### src/hdl/sqmm_pkg.sv
// Shared constants, codes and controller/datapath interface types for the matrix multiplier.
`default_nettype none

package sqmm_pkg;

	localparam int MATRIX_SIZE = 8;
	localparam int STORE_DEPTH = 64;
	localparam int ADDR_W      = 6;
	localparam int VAL_W       = 16;
	localparam int PROD_W      = 2 * VAL_W;
	localparam int ACC_W       = 35;
	localparam int CMD_W       = 2;
	localparam int CNT_W       = (MATRIX_SIZE > 1) ? $clog2(MATRIX_SIZE) : 1;
	localparam int TOTAL       = (MATRIX_SIZE * MATRIX_SIZE > STORE_DEPTH) ?
	                             STORE_DEPTH : MATRIX_SIZE * MATRIX_SIZE;
	localparam int S_DATA_W    = 24;
	localparam int M_DATA_W    = 48;

	typedef enum logic [CMD_W-1:0] {
		CMD_LOAD_A = 2'd0,
		CMD_LOAD_B = 2'd1,
		CMD_START  = 2'd2,
		CMD_NONE   = 2'd3
	} cmd_code_t;

	// Commands from the controller to the datapath.
	typedef struct packed {
		logic              wr_a;
		logic              wr_b;
		logic              issue;
		logic              first;
		logic [ADDR_W-1:0] a_addr;
		logic [ADDR_W-1:0] b_addr;
		logic              emit;
		logic [ADDR_W-1:0] index;
		logic              last;
	} dp_cmd_t;

	// Status from the datapath back to the controller.
	typedef struct packed {
		logic busy;
		logic out_free;
	} dp_sts_t;

endpackage

`default_nettype wire

### src/hdl/sqmm_datapath.sv
// Datapath: operand stores, multiply-accumulate pipeline and output register.
`default_nettype none

module sqmm_datapath (
	input  wire logic                          clk,
	input  wire logic                          arst_n,
	input  wire sqmm_pkg::dp_cmd_t             cmd,
	output      sqmm_pkg::dp_sts_t             sts,
	input  wire logic [sqmm_pkg::ADDR_W-1:0]   element_index,
	input  wire logic signed [sqmm_pkg::VAL_W-1:0] element_value,
	output      logic                          out_valid,
	input  wire logic                          out_ready,
	output      logic [sqmm_pkg::ADDR_W-1:0]   product_index,
	output      logic signed [sqmm_pkg::ACC_W-1:0] product_value,
	output      logic                          last_entry
);
	import sqmm_pkg::*;

	logic signed [VAL_W-1:0]  left_mem  [STORE_DEPTH];
	logic signed [VAL_W-1:0]  right_mem [STORE_DEPTH];

	logic                     valid_s1;
	logic                     first_s1;
	logic signed [VAL_W-1:0]  a_s1;
	logic signed [VAL_W-1:0]  b_s1;
	logic                     valid_s2;
	logic                     first_s2;
	logic signed [PROD_W-1:0] prod_s2;
	logic signed [ACC_W-1:0]  acc_q;
	logic                     out_valid_q;
	logic [ADDR_W-1:0]        index_q;
	logic signed [ACC_W-1:0]  value_q;
	logic                     last_q;

	// Stores: one write port and one registered read port each.
	always_ff @(posedge clk) begin
		if (cmd.wr_a) begin
			left_mem[element_index] <= element_value;
		end
		if (cmd.wr_b) begin
			right_mem[element_index] <= element_value;
		end
		if (cmd.issue) begin
			a_s1 <= left_mem[cmd.a_addr];
			b_s1 <= right_mem[cmd.b_addr];
		end
	end

	always_ff @(posedge clk or negedge arst_n) begin
		if (!arst_n) begin
			valid_s1 <= 1'b0;
			valid_s2 <= 1'b0;
		end else begin
			valid_s1 <= cmd.issue;
			valid_s2 <= valid_s1;
		end
	end

	always_ff @(posedge clk) begin
		first_s1 <= cmd.first;
		first_s2 <= first_s1;
		if (valid_s1) begin
			prod_s2 <= a_s1 * b_s1;
		end
		if (valid_s2) begin
			if (first_s2) begin
				acc_q <= ACC_W'(prod_s2);
			end else begin
				acc_q <= acc_q + ACC_W'(prod_s2);
			end
		end
	end

	always_ff @(posedge clk or negedge arst_n) begin
		if (!arst_n) begin
			out_valid_q <= 1'b0;
		end else if (cmd.emit) begin
			out_valid_q <= 1'b1;
		end else if (out_ready) begin
			out_valid_q <= 1'b0;
		end
	end

	always_ff @(posedge clk) begin
		if (cmd.emit) begin
			index_q <= cmd.index;
			value_q <= acc_q;
			last_q  <= cmd.last;
		end
	end

	assign sts.busy     = valid_s1 | valid_s2;
	assign sts.out_free = !out_valid_q || out_ready;

	assign out_valid     = out_valid_q;
	assign product_index = index_q;
	assign product_value = value_q;
	assign last_entry    = last_q;

endmodule

`default_nettype wire

### src/hdl/sqmm_ctrl.sv
// Controller: sequences loads, the multiply-accumulate walk and result hand-off.
`default_nettype none

module sqmm_ctrl (
	input  wire logic                         clk,
	input  wire logic                         arst_n,
	input  wire logic                         in_valid,
	output      logic                         in_ready,
	input  wire logic [sqmm_pkg::CMD_W-1:0]   command,
	output      sqmm_pkg::dp_cmd_t            cmd,
	input  wire sqmm_pkg::dp_sts_t            sts
);
	import sqmm_pkg::*;

	typedef enum logic [1:0] {
		ST_IDLE,
		ST_MAC,
		ST_DRAIN,
		ST_EMIT
	} state_t;

	localparam logic [CNT_W-1:0]  K_LAST     = CNT_W'(MATRIX_SIZE - 1);
	localparam logic [ADDR_W-1:0] COUNT_LAST = ADDR_W'(TOTAL - 1);

	state_t            state_q;
	logic [CNT_W-1:0]  row_q;
	logic [CNT_W-1:0]  col_q;
	logic [CNT_W-1:0]  k_q;
	logic [ADDR_W-1:0] count_q;
	logic              take;
	logic              start;

	assign in_ready = (state_q == ST_IDLE);
	assign take     = in_valid && in_ready;
	assign start    = take && (cmd_code_t'(command) == CMD_START);

	always_comb begin
		cmd        = '0;
		cmd.wr_a   = take && (cmd_code_t'(command) == CMD_LOAD_A);
		cmd.wr_b   = take && (cmd_code_t'(command) == CMD_LOAD_B);
		cmd.issue  = (state_q == ST_MAC);
		cmd.first  = (k_q == '0);
		// Row-major addresses wrap at the store depth for oversized matrices.
		cmd.a_addr = ADDR_W'(int'(row_q) * MATRIX_SIZE + int'(k_q));
		cmd.b_addr = ADDR_W'(int'(k_q) * MATRIX_SIZE + int'(col_q));
		cmd.emit   = (state_q == ST_EMIT) && sts.out_free;
		cmd.index  = count_q;
		cmd.last   = (count_q == COUNT_LAST);
	end

	always_ff @(posedge clk or negedge arst_n) begin
		if (!arst_n) begin
			state_q <= ST_IDLE;
			row_q   <= '0;
			col_q   <= '0;
			k_q     <= '0;
			count_q <= '0;
		end else begin
			unique case (state_q)
				ST_IDLE: begin
					if (start) begin
						row_q   <= '0;
						col_q   <= '0;
						k_q     <= '0;
						count_q <= '0;
						state_q <= ST_MAC;
					end
				end
				ST_MAC: begin
					if (k_q == K_LAST) begin
						k_q     <= '0;
						state_q <= ST_DRAIN;
					end else begin
						k_q <= k_q + 1'b1;
					end
				end
				ST_DRAIN: begin
					if (!sts.busy) begin
						state_q <= ST_EMIT;
					end
				end
				ST_EMIT: begin
					if (sts.out_free) begin
						if (count_q == COUNT_LAST) begin
							state_q <= ST_IDLE;
						end else begin
							count_q <= count_q + 1'b1;
							if (col_q == K_LAST) begin
								col_q <= '0;
								row_q <= row_q + 1'b1;
							end else begin
								col_q <= col_q + 1'b1;
							end
							state_q <= ST_MAC;
						end
					end
				end
				default: begin
					state_q <= ST_IDLE;
				end
			endcase
		end
	end

endmodule

`default_nettype wire

### src/hdl/square_matrix_multiply.sv
// Top level of the square matrix multiplier: stream ports, controller and datapath.
//
//  Channel  | Direction | Transfer contents
//  ---------+-----------+-----------------------------------------------------------
//  s_*      | in        | one load of an A or B element, or a start command
//  m_*      | out       | one entry of C = A x B, row-major, tlast on the final entry
//
// Loads are taken one per cycle while idle and follow back to back. A start
// command closes the input while the product is formed: each entry runs a walk
// of MATRIX_SIZE multiply-accumulate steps through the single multiplier, then
// the read/multiply/accumulate pipeline drains and the entry is handed to the
// output register. A stalled m_tready holds the walk at the output register.
// Reset is asynchronous and clears control state only; the operand stores
// come up undefined and must be loaded before they are used.
`default_nettype none

module square_matrix_multiply (
	input  wire logic                           clk,
	input  wire logic                           arst_n,
	input  wire logic                           s_tvalid,
	output      logic                           s_tready,
	// Fields from bit 0: command[1:0], element_index[7:2], element_value[23:8].
	input  wire logic [sqmm_pkg::S_DATA_W-1:0]  s_tdata,
	output      logic                           m_tvalid,
	input  wire logic                           m_tready,
	// Fields from bit 0: product_index[5:0], product_value[40:6], zero pad[47:41].
	output      logic [sqmm_pkg::M_DATA_W-1:0]  m_tdata,
	output      logic                           m_tlast
);
	import sqmm_pkg::*;

	dp_cmd_t                  cmd;
	dp_sts_t                  sts;
	logic [CMD_W-1:0]         command;
	logic [ADDR_W-1:0]        element_index;
	logic signed [VAL_W-1:0]  element_value;
	logic [ADDR_W-1:0]        product_index;
	logic signed [ACC_W-1:0]  product_value;

	// Unpack the input transfer.
	assign command       = s_tdata[CMD_W-1:0];
	assign element_index = s_tdata[CMD_W +: ADDR_W];
	assign element_value = s_tdata[CMD_W + ADDR_W +: VAL_W];

	sqmm_ctrl u_ctrl (
		.clk      (clk),
		.arst_n   (arst_n),
		.in_valid (s_tvalid),
		.in_ready (s_tready),
		.command  (command),
		.cmd      (cmd),
		.sts      (sts)
	);

	sqmm_datapath u_datapath (
		.clk           (clk),
		.arst_n        (arst_n),
		.cmd           (cmd),
		.sts           (sts),
		.element_index (element_index),
		.element_value (element_value),
		.out_valid     (m_tvalid),
		.out_ready     (m_tready),
		.product_index (product_index),
		.product_value (product_value),
		.last_entry    (m_tlast)
	);

	// Pack the output transfer, zero filled to whole bytes.
	assign m_tdata = {{(M_DATA_W - ADDR_W - ACC_W){1'b0}}, product_value, product_index};

endmodule

`default_nettype wire

### config.mk
export PLATFORM = sky130hd
export DESIGN_NAME = square_matrix_multiply
export DESIGN_NICKNAME = d
export VERILOG_FILES = /design/src/hdl/sqmm_pkg.sv /design/src/hdl/sqmm_datapath.sv /design/src/hdl/sqmm_ctrl.sv /design/src/hdl/square_matrix_multiply.sv
export SDC_FILE = /design/constraint.sdc
export NUM_CORES = 2
export LEC_CHECK = 0
export BUFFER_PORTS_ARGS = -buffer_cell sky130_fd_sc_hd__buf_2
export CAP_MARGIN = 20
export CORE_AREA = 3 3 425 427
export CTS_CLUSTER_DIAMETER = 200
export CTS_CLUSTER_SIZE = 14
export DETAILED_ROUTE_END_ITERATION = 7
export DIE_AREA = 0 0 428 430
export GPL_TIMING_DRIVEN = 0
export PLACE_DENSITY = 0.76
export SKIP_LAST_GASP = 1
export SYNTH_ARGS = -nofsm -noshare
export SYNTH_HDL_FRONTEND = slang
export SYNTH_SLANG_ARGS = --single-unit
### constraint.sdc
create_clock -name clk -period 6.83 [get_ports clk]
set_input_delay 1.366 -clock clk [delete_from_list [all_inputs] [get_ports clk]]
set_output_delay 1.366 -clock clk [all_outputs]
set_load 0.02 [all_outputs]
==> reports/qor.yml <==
setup_path:
  critPathKind: "register to register"
  cp-end-kind: "register"
  max_stage_delay_ns: 0.54
  crit_chain: "clkbuf_2 > and2_1 > fa_1 > inv_1 > fa_1 > fa_1 > inv_1 > fa_1 > fa_1 > inv_1 > fa_1 > inv_1 > ha_1 > and4_1 > o21ai_1 > o211a_1 > o31ai_2 > a41oi_1 > o21ai_2 > and4_1 > nor3_1"
  crit_family: "adder cells"
  slowest_stage: "edfxtp_1"
  cp.required_ns: 7.40
  worstPathArrival_ns: 7.14
  crit_buf_inv: 5
  startpoint_type: "register"
  crit_fanout: 10
  reg2reg_depth: 21
  path_depth: 21
  critPathMostFrequentCell: "fa_1"
clock_tree:
  clkLatencyLatePin_ns: 0.85
  cts_tree: "built"
  clockBufferDepth: 3
  cts_root_buffer: "clkbuf_16"
  path_clk_slew_ns: 0.07
  clock-sinks: 2211
  cts_hold_buf: 0
  cts_max_level: 4
  cts_made_buffers: 175
worst_hold_path:
  hold-path-cell-count: 0
  hold_class: "register to register"
routing:
  dr_total_vias: 47739
  wirelength_um: 231900
  wire_per_inst_um: 31.02
  drcViolationCount: 0
  drt_iter0_markers: 6417
  viasPerCell: 6.386
  ant_nets: 0
  drt_pass1_iterations: 6
timing:
  slew_violations: 0
  setup_viol: 0
  rsz0062_at_grt: "false"
  max_freq_mhz: 152.2
  setup_tns_ns: 0
  tightest_slew_ns: 1.254
  fin_ws_ns: 0.2601
  relSlewSlack_pct: 16.17
  skew_ns: 0.05720
  period_minus_slack_ns: 6.570
  hold_violations: 0
  timing.final.crit_share_pct: 96.19
final_layout:
  finish.utilization_pct: 59.82
  fin_nets: 5489
  n_fill_cell: 12210
  syn2layout_area_growth_pct: 10.65
  drive_above_1_share_pct: 24.86
die:
  rows: 154
  start_util_pct: 54.06
  dieArea_um2: 184000
  coreArea_um2: 176500
  die_h_um: 430
  die_w_um: 428
  ios: 79
synth:
  async_flop_share_pct: 0.9046
  ys_seq_area_share_pct: 69.45
  synth-edff-count: 2189
  ys.flop_type: "edfxtp_1"
  synth_cell_types: 70
  syn_avg_cell_area_um2: 20.22
  syn_inst: 4718
  netlist_area_um2: 95420
  yosysWarnings: 0
  ys_ff_latch: 2211
grt:
  grt_pass1_vias: 48374
  grt_pass1_wl_um: 340800
  track_usage_pct: 25.59
  grt-ovfl-total: 0
  grt_antenna_before_repair: 22
  grt_max_degree: 89
placement:
  dp_hpwl_um: 156200
  post-place-ws_ns: -0.4963
  routabilityCongestion: 0.9443
  io_buffer_count: 68
status:
  status: "finished, final reports clean"
run:
  drv_cap: 0
==> layer usage <==
layer	part of all wire (%)	track usage [%]
met5	0.017	0
met4	3.7	8.705
met3	11	6.083
met2	48	40.44
met1	38	35.56
==> Yosys cell counts (4+ instances only) <==
| cell | n | area (um2) |
|---|---|---|
| buf_6 | 9 | 101.4 |
| a31oi_1 | 7 | 43.79 |
| nand2_1 | 200 | 750.7 |
| clkbuf_1 | 125 | 469.2 |
| o31ai_1 | 11 | 82.58 |
| nor2_1 | 194 | 728.2 |
| xor2_1 | 19 | 166.4 |
| a21boi_1 | 5 | 37.54 |
| fa_1 | 263 | 5265 |
| o21ai_0 | 34 | 170.2 |
| a21oi_1 | 45 | 225.2 |
| a21o_1 | 14 | 105.1 |
| buf_4 | 36 | 270.3 |
| ha_1 | 127 | 1589 |
| nor3b_1 | 7 | 52.55 |
| nor4_1 | 4 | 25.02 |
| nand3b_1 | 8 | 60.06 |
| edfxtp_1 | 2189 | 65730 |
| a211oi_1 | 10 | 75.07 |
| and2_1 | 129 | 807.0 |
| buf_2 | 26 | 130.1 |
| nor3_1 | 15 | 75.07 |
| o21ai_1 | 28 | 140.1 |
| nand2b_1 | 12 | 75.07 |
| nor2b_1 | 11 | 68.82 |
| buf_1 | 18 | 67.56 |
| o21bai_1 | 8 | 60.06 |
| a22o_1 | 4 | 35.03 |
| mux4_2 | 672 | 15130 |
| inv_1 | 313 | 1175 |
| xnor2_1 | 39 | 341.6 |
| o211ai_1 | 5 | 37.54 |
| nand4_1 | 6 | 37.54 |
| or3_1 | 6 | 37.54 |
| dfrtp_1 | 20 | 500.5 |
| nand3_1 | 28 | 140.1 |
| o21a_1 | 10 | 75.07 |
| and3_1 | 9 | 56.30 |
==> area by class of cell <==
cell class | count | area [um2] | share of cell area, %
clock buffers | 215 | 4614 | 4.371
clock inverters | 11 | 232.7 | 0.2204
diodes | 15 | 37.54 | 0.03555
inverters | 314 | 1179 | 1.116
plain buffers | 214 | 1079 | 1.022
multi-input cells | 1985 | 27310 | 25.87
repair buffers | 170 | 1922 | 1.820
flip-flops and latches | 2211 | 66280 | 62.77
well taps | 2340 | 2928 | 2.773
==> kinds of logic (layout without fill, tap and decap cells) <==
| kind of cell | Yosys count | in the layout | synth area share (%) |
|---|---|---|---|
| mux | 676 | 676 | 15.91 |
| xor+xnor | 58 | 58 | 0.5324 |
| flops | 2211 | 2211 | 69.45 |
| other cells | 1 | 22 | 0.003930 |
| simple gates | 645 | 645 | 3.190 |
| buf+inv | 528 | 924 | 2.324 |
| compound gates | 209 | 209 | 1.407 |
| fa+ha+maj | 390 | 390 | 7.183 |
==> timing repair <==
item | 4_1_cts | 5_1_grt
setup buffers | 1 | 27
gates cloned | 0 | 0
pin swaps | 0 | 3
gates resized for setup | 24 | 16
setup endpoints to repair | 6 | 5
==> cells in the final DEF, fill, tap and decap left out, types with 8 or more instances in the layout <==
cell / synthesis / routed
edfxtp_1: 2189 / 2189
mux4_2: 672 / 672
inv_1: 313 / 313
fa_1: 263 / 261
nand2_1: 200 / 200
clkbuf_16: 0 / 179
clkbuf_1: 125 / 133
and2_1: 129 / 129
ha_1: 127 / 126
nor2_2: 0 / 123
buf_4: 36 / 80
buf_2: 26 / 79
nor2_1: 194 / 71
a21oi_1: 45 / 45
buf_8: 0 / 43
xnor2_1: 39 / 39
o21ai_0: 34 / 34
nand3_1: 28 / 28
o21ai_1: 28 / 27
clkbuf_2: 0 / 26
buf_16: 0 / 20
xor2_1: 19 / 19
buf_1: 18 / 18
dfrtp_1: 20 / 18
buf_6: 9 / 17
diode_2: 0 / 15
a21o_1: 14 / 14
nor3_1: 15 / 14
nand2b_1: 12 / 12
o21a_1: 10 / 10
nor2b_1: 11 / 10
o31ai_1: 11 / 10
and3_1: 9 / 9
a211oi_1: 10 / 9
o21bai_1: 8 / 8
nand3b_1: 8 / 8
==> worst paths after layout <==
check                                              end                start  slack, ns
worst max-delay path            u_datapath.prod_s2[31]   u_datapath.b_s1[6]       0.26
worst min-delay path               u_datapath.first_s2  u_datapath.first_s1       0.42
worst max register to register  u_datapath.prod_s2[31]   u_datapath.b_s1[6]       0.26
worst min register to register     u_datapath.first_s2  u_datapath.first_s1       0.42
max in group asynchronous          u_datapath.valid_s1               arst_n       5.73
min in group asynchronous         u_datapath.out_valid               arst_n       0.58
==> per-stage QoR <==
stage | instances | hold slack (ns) | instance area [um2]
floorplan | 4724 | 0.3096 | 95440
CTS | 7430 | 0.4209 | 105300
global route | 7469 | 0.4188 | 105600
detailed placement | 7203 | 0.4165 | 100400
global placement | 7132 | 0.4055 | 98710
finish | 7475 | 0.4209 | 105600
==> sequential cells by signal (all words and copies together), names as in the netlist, 6 cells and up <==
register	flops
u_datapath.left_mem	1024
u_datapath.right_mem	1024
u_datapath.acc_q	35
u_datapath.product_value	35
u_datapath.prod_s2	32
u_datapath.a_s1	16
u_datapath.b_s1	16
u_ctrl.count_q	6
u_datapath.product_index	6
Power is left out: the tool's default activity adds up to more than one toggle a clock period on the data nets, which glitch-free logic cannot reach.
